### src/aip_pkg.sv
package aip_pkg;

    localparam int COUNT_BITS = 16;

    localparam int VALUE_BITS = 64;
    localparam int CHARS_BITS = 16;
    localparam int BASE_BITS  = 5;

    // Configuration register indexes
    localparam logic [1:0] CFG_BASE_MODE    = 2'd0;
    localparam logic [1:0] CFG_RESULT_SIZE  = 2'd1;
    localparam logic [1:0] CFG_MAX_DIGITS   = 2'd2;
    localparam logic [1:0] CFG_STORE_ENABLE = 2'd3;

    // base_mode codes
    localparam logic [2:0] MODE_AUTO = 3'd0;
    localparam logic [2:0] MODE_BIN  = 3'd1;
    localparam logic [2:0] MODE_OCT  = 3'd2;
    localparam logic [2:0] MODE_DEC  = 3'd3;
    localparam logic [2:0] MODE_HEX  = 3'd4;

    // result_size codes
    localparam logic [1:0] SIZE_16 = 2'd0;
    localparam logic [1:0] SIZE_32 = 2'd1;
    localparam logic [1:0] SIZE_64 = 2'd2;

    localparam logic [BASE_BITS-1:0] BASE_2  = 5'd2;
    localparam logic [BASE_BITS-1:0] BASE_8  = 5'd8;
    localparam logic [BASE_BITS-1:0] BASE_10 = 5'd10;
    localparam logic [BASE_BITS-1:0] BASE_16 = 5'd16;

    localparam logic [7:0] CH_NUL     = 8'h00;
    localparam logic [7:0] CH_TAB     = 8'h09;
    localparam logic [7:0] CH_CR      = 8'h0D;
    localparam logic [7:0] CH_SPACE   = 8'h20;
    localparam logic [7:0] CH_PERCENT = 8'h25;
    localparam logic [7:0] CH_PLUS    = 8'h2B;
    localparam logic [7:0] CH_MINUS   = 8'h2D;
    localparam logic [7:0] CH_ZERO    = 8'h30;
    localparam logic [7:0] CH_NINE    = 8'h39;
    localparam logic [7:0] CH_UPPER_A = 8'h41;
    localparam logic [7:0] CH_UPPER_F = 8'h46;
    localparam logic [7:0] CH_UPPER_X = 8'h58;
    localparam logic [7:0] CH_LOWER_A = 8'h61;
    localparam logic [7:0] CH_LOWER_F = 8'h66;
    localparam logic [7:0] CH_LOWER_X = 8'h78;

    typedef struct packed {
        logic [7:0] in_char;
        logic       end_of_input;
    } in_item_t;

    typedef struct packed {
        logic [VALUE_BITS-1:0] value;
        logic                  matched;
        logic [CHARS_BITS-1:0] chars_read;
        logic                  terminator_kept;
    } out_item_t;

endpackage

### src/ascii_integer_parser.sv
// ASCII integer parser, one character per item.
//
// Input channel in_item carries in_char and end_of_input under in_valid /
// in_stall; the result channel out_item carries value, matched, chars_read
// and terminator_kept under out_valid / out_stall. An item is taken when
// valid is high and stall is low. An item whose character ends a number
// yields one result; other items update the parse and yield nothing. When
// terminator_kept is set, present that character again to start the next
// parse.
//
// An accepted item lands in an input register and is parsed from there into
// the result register once that register is free to take it. One item per
// cycle is sustained while the result side does not stall; the rate is set
// by the combinational shift-add accumulate of the parse stage.
//
// The configuration port (cfg_write, cfg_index, cfg_data) writes a register;
// write it only while no parse is in progress.
// Reset empties both registers, returns the parse to whitespace skipping
// and loads the register defaults. A stalled result holds the result
// register; the input register then holds its item and in_stall rises.
module ascii_integer_parser
    import aip_pkg::*;
(
    input  logic      clk,
    input  logic      rst_n,
    input  logic      in_valid,
    output logic      in_stall,
    input  in_item_t  in_item,
    output logic      out_valid,
    input  logic      out_stall,
    output out_item_t out_item,
    input  logic      cfg_write,
    input  logic [1:0] cfg_index,
    input  logic [7:0] cfg_data
);

    typedef enum logic [1:0] {
        PH_SKIP,
        PH_AFTER_ZERO,
        PH_FIRST_DIGIT,
        PH_DIGITS
    } phase_t;

    logic [2:0] base_mode_reg;
    logic [1:0] result_size_reg;
    logic [7:0] max_digits_reg;
    logic       store_enable_reg;

    phase_t                  phase_reg, phase_next;
    logic [VALUE_BITS-1:0]   acc_reg, acc_next;
    logic                    neg_reg, neg_next;
    logic [BASE_BITS-1:0]    base_reg, base_next;
    logic [7:0]              digits_left_reg, digits_left_next;
    logic [COUNT_BITS-1:0]   count_reg, count_next;

    logic      in_valid_reg;
    in_item_t  in_item_reg;
    logic      out_valid_reg;
    out_item_t out_item_reg;
    out_item_t result;

    logic out_free;
    logic fire;
    logic emit;

    function automatic logic [4:0] digit_value(input logic [7:0] c);
        logic [4:0] d;
        d = 5'd31;
        if (c >= CH_ZERO && c <= CH_NINE)
        begin
            d = 5'(c - CH_ZERO);
        end
        else if (c >= CH_UPPER_A && c <= CH_UPPER_F)
        begin
            d = 5'(c - CH_UPPER_A) + 5'd10;
        end
        else if (c >= CH_LOWER_A && c <= CH_LOWER_F)
        begin
            d = 5'(c - CH_LOWER_A) + 5'd10;
        end
        return d;
    endfunction

    assign out_free  = !out_valid_reg || !out_stall;
    assign fire      = in_valid_reg && out_free;
    assign in_stall  = in_valid_reg && !out_free;
    assign out_valid = out_valid_reg;
    assign out_item  = out_item_reg;

    // Parse stage
    always_comb
    begin
        logic [7:0]            c;
        logic                  ended;
        logic                  recognized;
        logic                  kept;
        logic                  consumed;
        logic                  run_digit;
        logic                  stage_digits;
        logic [VALUE_BITS-1:0] acc_in;
        logic                  neg_in;
        logic [BASE_BITS-1:0]  base_in;
        logic [7:0]            dl_in;
        logic [4:0]            d;
        logic [VALUE_BITS-1:0] scaled;
        logic [VALUE_BITS-1:0] dterm;
        logic [VALUE_BITS-1:0] masked;
        logic [COUNT_BITS-1:0] count_now;

        c     = in_item_reg.in_char;
        ended = in_item_reg.end_of_input || (c == CH_NUL);

        phase_next       = phase_reg;
        acc_next         = acc_reg;
        neg_next         = neg_reg;
        base_next        = base_reg;
        digits_left_next = digits_left_reg;
        emit             = 1'b0;
        recognized       = 1'b0;
        kept             = 1'b0;
        consumed         = 1'b0;
        run_digit        = 1'b0;
        stage_digits     = 1'b0;
        acc_in           = acc_reg;
        neg_in           = neg_reg;
        base_in          = base_reg;
        dl_in            = digits_left_reg;
        scaled           = '0;
        dterm            = '0;

        case (phase_reg)
            PH_SKIP:
            begin
                if (ended)
                begin
                    emit = 1'b1;
                end
                else if (c inside {[CH_TAB:CH_CR], CH_SPACE})
                begin
                    consumed = 1'b1;
                end
                else
                begin
                    acc_in = '0;
                    neg_in = 1'b0;
                    dl_in  = max_digits_reg;
                    digits_left_next = max_digits_reg;
                    acc_next = '0;
                    neg_next = 1'b0;
                    case (base_mode_reg)
                        MODE_BIN: base_in = BASE_2;
                        MODE_OCT: base_in = BASE_8;
                        MODE_HEX: base_in = BASE_16;
                        default:  base_in = BASE_10;
                    endcase
                    base_next  = base_in;
                    phase_next = PH_FIRST_DIGIT;
                    if (base_mode_reg == MODE_AUTO && c == CH_PERCENT)
                    begin
                        base_next = BASE_2;
                        consumed  = 1'b1;
                    end
                    else if (base_mode_reg == MODE_AUTO && c == CH_ZERO)
                    begin
                        base_next  = BASE_8;
                        consumed   = 1'b1;
                        phase_next = PH_AFTER_ZERO;
                    end
                    else if (base_in == BASE_10 && (c == CH_MINUS || c == CH_PLUS))
                    begin
                        neg_next = (c == CH_MINUS);
                        consumed = 1'b1;
                    end
                    else
                    begin
                        run_digit = 1'b1;
                    end
                end
            end
            PH_AFTER_ZERO:
            begin
                if (ended)
                begin
                    emit       = 1'b1;
                    recognized = 1'b1;
                end
                else if (c == CH_LOWER_X || c == CH_UPPER_X)
                begin
                    base_next  = BASE_16;
                    consumed   = 1'b1;
                    phase_next = PH_FIRST_DIGIT;
                end
                else
                begin
                    base_in      = BASE_8;
                    base_next    = BASE_8;
                    phase_next   = PH_DIGITS;
                    stage_digits = 1'b1;
                    run_digit    = 1'b1;
                end
            end
            default:
            begin
                stage_digits = (phase_reg == PH_DIGITS);
                if (ended)
                begin
                    emit       = 1'b1;
                    recognized = stage_digits;
                end
                else
                begin
                    run_digit = 1'b1;
                end
            end
        endcase

        // The accumulator holds the signed value, so a minus sign subtracts digits
        d = digit_value(c);
        case (base_in)
            BASE_2:  scaled = acc_in << 1;
            BASE_8:  scaled = acc_in << 3;
            BASE_16: scaled = acc_in << 4;
            default: scaled = (acc_in << 3) + (acc_in << 1);
        endcase
        dterm = neg_in ? ('0 - VALUE_BITS'(d)) : VALUE_BITS'(d);

        if (run_digit)
        begin
            if (d >= base_in)
            begin
                emit       = 1'b1;
                recognized = stage_digits;
                kept       = 1'b1;
            end
            else
            begin
                acc_next   = scaled + dterm;
                consumed   = 1'b1;
                phase_next = PH_DIGITS;
                if (dl_in != 8'd0)
                begin
                    digits_left_next = dl_in - 8'd1;
                    if (dl_in == 8'd1)
                    begin
                        emit       = 1'b1;
                        recognized = 1'b1;
                    end
                end
            end
        end

        count_now = count_reg;
        if (consumed && count_reg != '1)
        begin
            count_now = count_reg + COUNT_BITS'(1);
        end
        count_next = count_now;

        case (result_size_reg)
            SIZE_16: masked = {48'd0, acc_next[15:0]};
            SIZE_32: masked = {32'd0, acc_next[31:0]};
            default: masked = acc_next;
        endcase

        result.matched         = recognized && store_enable_reg;
        result.value           = result.matched ? masked : '0;
        result.chars_read      = (32'(count_now) > 32'hFFFF) ? 16'hFFFF : 16'(count_now);
        result.terminator_kept = kept;

        if (emit)
        begin
            phase_next       = PH_SKIP;
            acc_next         = '0;
            neg_next         = 1'b0;
            base_next        = BASE_10;
            digits_left_next = max_digits_reg;
            count_next       = '0;
        end
    end

    always_ff @(posedge clk or negedge rst_n)
    begin
        if (!rst_n)
        begin
            base_mode_reg    <= MODE_DEC;
            result_size_reg  <= SIZE_32;
            max_digits_reg   <= 8'd0;
            store_enable_reg <= 1'b1;
        end
        else if (cfg_write)
        begin
            case (cfg_index)
                CFG_BASE_MODE:    base_mode_reg    <= cfg_data[2:0];
                CFG_RESULT_SIZE:  result_size_reg  <= cfg_data[1:0];
                CFG_MAX_DIGITS:   max_digits_reg   <= cfg_data;
                CFG_STORE_ENABLE: store_enable_reg <= cfg_data[0];
                default:          base_mode_reg    <= base_mode_reg;
            endcase
        end
    end

    always_ff @(posedge clk or negedge rst_n)
    begin
        if (!rst_n)
        begin
            phase_reg       <= PH_SKIP;
            acc_reg         <= '0;
            neg_reg         <= 1'b0;
            base_reg        <= BASE_10;
            digits_left_reg <= 8'd0;
            count_reg       <= '0;
            in_valid_reg    <= 1'b0;
            out_valid_reg   <= 1'b0;
        end
        else
        begin
            if (fire)
            begin
                phase_reg       <= phase_next;
                acc_reg         <= acc_next;
                neg_reg         <= neg_next;
                base_reg        <= base_next;
                digits_left_reg <= digits_left_next;
                count_reg       <= count_next;
            end
            if (in_valid && !in_stall)
            begin
                in_valid_reg <= 1'b1;
            end
            else if (fire)
            begin
                in_valid_reg <= 1'b0;
            end
            if (fire && emit)
            begin
                out_valid_reg <= 1'b1;
            end
            else if (!out_stall)
            begin
                out_valid_reg <= 1'b0;
            end
        end
    end

    // Payload registers: no reset
    always_ff @(posedge clk)
    begin
        if (in_valid && !in_stall)
        begin
            in_item_reg <= in_item;
        end
        if (fire && emit)
        begin
            out_item_reg <= result;
        end
    end

`ifndef SYNTHESIS
    a_emit_restarts: assert property (@(posedge clk) disable iff (!rst_n)
        fire && emit |=> phase_reg == PH_SKIP && count_reg == '0 && acc_reg == '0)
        else $error("parse state not cleared after a result");

    a_unmatched_zero: assert property (@(posedge clk) disable iff (!rst_n)
        out_valid_reg && !out_item_reg.matched |-> out_item_reg.value == '0)
        else $error("unmatched result carries a nonzero value");

    a_stall_only_full: assert property (@(posedge clk) disable iff (!rst_n)
        in_stall |-> in_valid_reg && out_valid_reg && out_stall)
        else $error("input stalled without a blocked result");

    a_no_result_lost: assert property (@(posedge clk) disable iff (!rst_n)
        out_valid_reg && out_stall |=> out_valid_reg)
        else $error("pending result dropped");
`endif

endmodule

### config.mk
export PLATFORM = sky130hd
export DESIGN_NAME = ascii_integer_parser
export DESIGN_NICKNAME = d
export VERILOG_FILES = /design/src/aip_pkg.sv /design/src/ascii_integer_parser.sv
export SDC_FILE = /design/constraint.sdc
export NUM_CORES = 1
export LEC_CHECK = 0
export ABC_AREA = 0
export BUFFER_PORTS_ARGS = -buffer_cell sky130_fd_sc_hd__buf_2
export CORE_MARGIN = 5
export CORE_UTILIZATION = 50
export CTS_CLUSTER_DIAMETER = 50
export DETAILED_ROUTE_END_ITERATION = 10
export HOLD_SLACK_MARGIN = 0.15
export PLACE_DENSITY = 0.64
export SYNTH_ARGS = -nofsm -noshare
export SYNTH_HDL_FRONTEND = slang
export SYNTH_SLANG_ARGS = --single-unit
export TNS_END_PERCENT = 5
### constraint.sdc
create_clock -name clk -period 15.55 [get_ports clk]
set_input_delay 2.3325 -clock clk [delete_from_list [all_inputs] [get_ports clk]]
set_output_delay 2.3325 -clock clk [all_outputs]
set_load 0.01 [all_outputs]
==> metrics.md, run 1 <==
| Metric | Value |
|---|---|
| Outcome | finished clean |
| Hold Fails Final Rpt | 0 |
| Ratio of cells with drive above 1 in the final layout | roughly a tenth |
| Crit path max-delay cell type | nor4_1 |
| Global router's overall resource usage | 28.6% |
| Combined area of the multi-input logic cells | between 0.01 and 0.015 sq mm |
| Post-detail-place hpwl | around 44000 um |
| Critical Path Source Type | flop |
| Max Clock Freq | around 110 MHz |
| Port buffer count | 107 |
| Die outline area | around 0.04 sq mm |
| Remaining DRCs | 0 |
| Layout Nets | roughly 2.5k |
| Class of the most critical hold timing path | flop to flop |
| CTS H-tree depth | 1 |
| Antenna fix cells | 0 |
| Clock tree from TritonCTS | built |
| Setup repair bufs after CTS | 0 |
| Summed negative setup slack over all endpoints | 0 ns |
| Largest voltage drop on the vdd net | 0.0000877 V |
| Post-synth EDFFs | slightly above 90 |
| Final number of setup-violating endpoints | 0 |
| Cts repair resizes | 0 |
| Most used cell, CP | o21ai_0 |
| Total area of sequential cells | around 0.0055 sq mm |
| Clock Pin Slew Worst Setup and Hold Paths | about 0.05 ns |
| Slew Limit Headroom | around 30% |
| Area after detailed placement | between 0.015 and 0.02 sq mm |
| Required arrival time at the worst endpoint | around 16 ns |
| Die X | between 200 and 250 um |
| CP arrival | between 9 and 10 ns |
| Cell count after placement | between 2k and 3k |
| Number of warnings reported in the yosys synthesis log | 0 |
| Max-capacitance violation count | 0 |
| Detailed-route via count | around 18k |
| First-pass GRT wire length | a little under 100000 um |
| Via count of the first global-routing pass | around 17k |
| Max-slew violation total from the final report | 0 |
| Grt ovf | 0 |
| Worst clock skew on the final layout | around 0.017 ns |
| Remaining antenna violation count | 0 |
| Worst Setup Path Type | flop to flop |
| Critical path endpoint category | flop |
| Mean post-synth cell area | 8.04 sq um |
| # clock sinks | 201 |
| Setup repair after global routing missed its margin | false |
| Number of flip-flops in the largest register | 82 |
| Netlist Area Pre-Place | 0.0186 sq mm |
| Floorplan Core Area | between 0.03 and 0.04 sq mm |
| Quantity of hold-fixing buffers added after cts | 0 |
| Initial DRT Pass Iterations | 6 |
| Number of buffers on the longest clock path | 3 |
| Clock Latency Late Sink | around 0.58 ns |
| Layout Cell Area excl Fill | 0.0202 sq mm |
| Sequential element share of the synthesized area | between 20% and 30% |
| Largest fanout of any net on the critical path | slightly above 50 |
| Highest-count cells in the layout ignoring fill and taps | 275 x nand2_1, 204 x a21oi_1, 189 x nor2_1, 151 x o21ai_0, 131 x ha_1 |
| Slew of the pin with the lowest slew margin | between 1 and 1.5 ns |
| Leading cell type in the layout, fill and taps excluded | nand2_1 |
| Y dimension of the die | 203 um |
| Routability Congestion | approximately 1.0 |
| Vias per cell | ~6.4 |
| Post-layout total power | roughly 1800 uW |
| Finished Layout Cells | 2791 |
| Slowest Stage Delay on Critical Path | 0.73 ns |
| Syn nets | 2467 |
| Synth-to-layout area growth | 8.98% |
| Average wire per cell in the routed design | 21.9 um |
| Maximum number of pins on one net before global-route repair | 68 |
| Antenna violations before repair | 0 |
| Final min period | between 8 and 9 ns |
| TritonCTS buffer count | 30 |
| Fin Hold WS | between 0.4 and 0.5 ns |
| FILL cells | approximately 3.5k |
| Most frequently used flop master after synthesis | dfrtp_1 |
| Count of distinct cell types in the synthesized netlist | between 90 and 100 |
| P per Cell Area | 87.0 mW/mm^2 |
| Top-Level Pins | ~110 |
| Routed wire length | a little over 60000 um |
| Final critical-path share of the clock period | between 50 and 60% |
| Seq cells post-synth | 201 |
| Starting Density | approximately half |
| Static Leak | between 0.008 and 0.009 uW |
| Row cnt | 70 |
| Number of standard cells after synthesis | between 2k and 2.5k |
| Fraction of synthesis flops using an asynchronous set or reset pin | around 55% |
| CTS root buffer | clkbuf_16 |
| Violation count after the first detailed-route iteration | 1563 |
-- per-stage QoR --
stage          worst slack [ns]  utilization [%]
2_1_floorplan              7.83                -
3_3_place_gp               7.08             52.5
3_5_place_dp               6.90             52.5
4_1_cts                    6.86             55.3
5_1_grt                    5.96             55.3
6_report                   6.69             55.3
-- cell type report --
cell class	instances	area share [%]
Tap cell	468	2.89
Inverter	62	1.16
Clock inverter	13	0.495
Timing Repair Buffer	129	3.48
Sequential cell	201	27.1
Multi-Input combinational cell	1875	60.4
Clock buffer	43	4.42
-- cell usage after synthesis, types with 10 or more instances --
cell type  number  area, sq um
o22ai_1        16          100
ha_1          131         1640
a21oi_1       204         1020
xor2_1         74          648
inv_1          61          229
o21ai_1        10         50.1
nand2b_1       21          131
xnor2_1        78          683
a22oi_1        39          293
nor2b_1        24          150
nand3_1        49          245
buf_2          10         50.1
o211ai_1       33          248
a22o_1         30          263
a21o_1         82          616
o221ai_1       15          131
o31ai_1        18          135
clkbuf_1      152          571
mux2_2         17          191
a21boi_0       11         82.6
dfrtp_1       104         2600
a222oi_1       15          150
o21a_1         16          120
nand2_1       277         1040
and3_1         27          169
o21ai_0       151          756
or3_1          12         75.1
a211oi_1       23          173
edfxtp_1       91         2730
nand4_1        34          213
nor3_1         41          205
mux2i_1        17          170
a31oi_1        24          150
and2_1         57          357
o21bai_1       25          188
nor2_1        190          713
-- routing by layer --
layer / GRT usage (%) / routed length [um] / up-vias
met5: 0 / 0 / -
met4: 8.73 / 2070 / 0
met3: 3.91 / 4110 / 122
met2: 46.8 / 27700 / 719
met1: 39.6 / 27200 / 8542
li1: - / - / 8458
-- critical path: cells and delay by family, from the launching register on --
kind	cells	cell delay, ns
xor+xnor	2	0.37
flops	1	0.44
buf+inv	4	1.25
simple gates	9	2.14
fa+ha+maj	3	0.92
compound gates	16	3.40
-- worst paths after layout --
path | start | slack (ns) | depth (start not counted) | end
min in group asynchronous | rst_n | 1.81 | 1 | out_valid$_DFFE_PN0P_
setup reg to reg | in_item_reg[1]$_DFFE_PP_ | 6.69 | 34 | out_item[81]$_SDFFCE_PN0P_
hold / removal | acc_reg[49]$_DFFE_PN0P_ | 0.47 | 2 | acc_reg[49]$_DFFE_PN0P_
max in group asynchronous | rst_n | 12.35 | 2 | acc_reg[23]$_DFFE_PN0P_
hold reg to reg | acc_reg[49]$_DFFE_PN0P_ | 0.47 | 2 | acc_reg[49]$_DFFE_PN0P_
setup / recovery | in_item_reg[1]$_DFFE_PP_ | 6.69 | 34 | out_item[81]$_SDFFCE_PN0P_
-- power by group --
part / leakage (uW) / switching [uW] / internal, uW / total [uW]
registers: 0.00237 / 37.1 / 612 / 649
logic: 0.00594 / 322 / 119 / 441
clock network: 0.000492 / 268 / 403 / 671
-- logic make-up after synthesis --
group,share of synthesized area (%)
compound gates,27.4
xor+xnor,7.17
fa+ha+maj,9.15
buf+inv,4.87
flops,29.6
mux,1.95
simple gates,19.9
Power figures use the tool's default switching activity.
==> run 2: changes to the inputs <==
clock period = 9.3 ns   (was 15.55 ns; I/O delays follow)
==> run 2 against run 1 <==
Total power increased by 67%; hold slack got worse by 0.0013 ns; critical path type unchanged; largest power group unchanged; register-to-register slack got worse by 6.0 ns.
==> metrics.md, run 2 (synthesized netlist as in run 1, its figures left out) <==
| Metric | Value |
|---|---|
| TritonCTS buffer count | 29 |
| Crit path from | in_item_reg[1]$_DFFE_PP_ |
| Crit path max-delay cell type | o31ai_1 |
| Setup slack of the worst register-to-register path | roughly 0.65 ns |
| Antenna fix cells | 0 |
| Remaining antenna violation count | 0 |
| CTS H-tree depth | 1 |
| Setup repair bufs after CTS | 0 |
| First-pass GRT wire length | around 95000 um |
| Synth-to-layout area growth | 9.19% |
| Max-capacitance violation count | 0 |
| Hold Crit Endpoint | acc_reg[36]$_DFFE_PN0P_ |
| Setup repair after global routing missed its margin | false |
| Detailed-route via count | 17.7k |
| Routed wire length | ~60000 um |
| Slew Limit Headroom | between 30 and 40% |
| Required arrival time at the worst endpoint | between 9 and 10 ns |
| Critical path endpoint category | flop |
| Top-Level Pins | 108 |
| Die X | approximately 200 um |
| Worst clock skew on the final layout | approximately 0.021 ns |
| Hold Fails Final Rpt | 0 |
| Max Clock Freq | approximately 120 MHz |
| Starting Density | approximately half |
| Number of flip-flops in the largest register | 82 |
| Outcome | finished clean |
| Post-detail-place hpwl | approximately 45000 um |
| Final number of setup-violating endpoints | 0 |
| Count of cells along the worst register-to-register path | 30 |
| Reg-to-Reg Start | in_item_reg[1]$_DFFE_PP_ |
| Clock Pin Slew Worst Setup and Hold Paths | around 0.06 ns |
| Clock Latency Late Sink | about 0.57 ns |
| Final critical-path share of the clock period | 93.0% |
| P per Cell Area | between 100 and 150 mW/mm^2 |
| Max-slew violation total from the final report | 0 |
| Quantity of hold-fixing buffers added after cts | 0 |
| Remaining DRCs | 0 |
| Number of instances on the worst hold path | 2 |
| Cts repair resizes | 0 |
| Floorplan Core Area | between 0.03 and 0.04 sq mm |
| CP arrival | roughly 9 ns |
| Startpoint of the tightest hold check path | acc_reg[36]$_DFFE_PN0P_ |
| Number of buffers and inverters on the critical path | 2 |
| Antenna violations before repair | 1 |
| Vias per cell | 6.34 |
| Row cnt | 70 |
| Largest fanout of any net on the critical path | 34 |
| Number of buffers on the longest clock path | 3 |
| FILL cells | 3425 |
| Layout Nets | 2460 |
| Leading cell type in the layout, fill and taps excluded | nand2_1 |
| Class of the most critical hold timing path | flop to flop |
| Final min period | 8.65 ns |
| Cell family contributing the most delay on the critical path | compound AO/OA/AOI/OAI gates |
| Largest voltage drop on the vdd net | between 0.0001 and 0.00015 V |
| Initial DRT Pass Iterations | 6 |
| Destination of the worst register-to-register timing path | out_item[77]$_SDFFCE_PN0P_ |
| # clock sinks | approximately 200 |
| Port buffer count | roughly 110 |
| Ratio of cells with drive above 1 in the final layout | between 10 and 15% |
| Critical Path Source Type | flop |
| Static Leak | 0.00882 uW |
| Fin Hold WS | 0.468 ns |
| Routability Congestion | 0.946 |
| Worst Setup Path Type | flop to flop |
| Die outline area | between 0.04 and 0.05 sq mm |
| Clock tree from TritonCTS | built |
| Slowest Stage Delay on Critical Path | about 0.60 ns |
| Highest-count cells in the layout ignoring fill and taps | 275 x nand2_1, 204 x a21oi_1, 189 x nor2_1, 151 x o21ai_0, 131 x ha_1 |
| Y dimension of the die | 203 um |
| Maximum number of pins on one net before global-route repair | between 60 and 70 |
| Slew of the pin with the lowest slew margin | ~0.94 ns |
| Average wire per cell in the routed design | 21.4 um |
| Violation count after the first detailed-route iteration | ~1.7k |
| Via count of the first global-routing pass | ~17k |
| CTS root buffer | clkbuf_16 |
| Global router's overall resource usage | around 28% |
| Grt ovf | 0 |
| Summed negative setup slack over all endpoints | 0 ns |
[run 2: cell types whose count changed in the layout (fill, tap and decap cells not counted), moves of 3 or more]
cell       previous run  this run
clkinv_8              0         3
clkbuf_1              7         2
clkbuf_16            33        29
buf_4                23        28
[run 2: layout make-up]
class	instances	area, sq um	area share (%)
multi-input combinational	1875	12200	60.3
sequential	201	5490	27.1
clock buffer	34	774	3.82
timing repair buffer	134	741	3.65
tap	468	586	2.89
inverter	62	235	1.16
clock inverter	20	219	1.08
[run 2: metrics by stage]
stage | instance area, sq um | total power, uW | setup slack (ns) | util (%) | cells
floorplan | 18600 | 1550 | 1.58 | - | 2310
detailed placement | 19300 | 1830 | 0.671 | 52.6 | 2740
global route | 20300 | 3070 | 0.0397 | 55.4 | 2794
CTS | 20300 | 2950 | 0.621 | 55.3 | 2794
finish | 20300 | 2940 | 0.653 | 55.4 | 2794
global placement | 19300 | 1820 | 0.925 | 52.6 | 2740
[run 2: tightest hold or removal path: cells and delay by family, from the launching register on]
family | cells | cell delay (ns)
flip-flops | 1 | 0.33
AO/OA/AOI/OAI | 1 | 0.05
AND/OR/NAND/NOR | 1 | 0.05
[run 2: how the worst max path moves through the flow]
stage / to / slack [ns] / cells past startpoint
after floorplan: out_item[79]$_SDFFCE_PN0P_ / 1.58 / 38
after global placement: out_item[77]$_SDFFCE_PN0P_ / 0.92 / 33
after detailed placement: out_item[79]$_SDFFCE_PN0P_ / 0.67 / 30
after CTS: out_item[79]$_SDFFCE_PN0P_ / 0.62 / 30
after global routing: out_item[79]$_SDFFCE_PN0P_ / 0.04 / 30
final: out_item[77]$_SDFFCE_PN0P_ / 0.65 / 30
[run 2: layer usage]
layer	track usage, %	share of wire [%]
met4	7.44	3.0
met3	4.70	7.3
met2	44.2	44
met1	40.3	45
met5	0	0.012
[run 2: power by group]
part | switching, uW | total (uW) | internal [uW]
combinational | 528 | 736 | 208
clock | 452 | 1120 | 665
sequential | 61.3 | 1080 | 1020
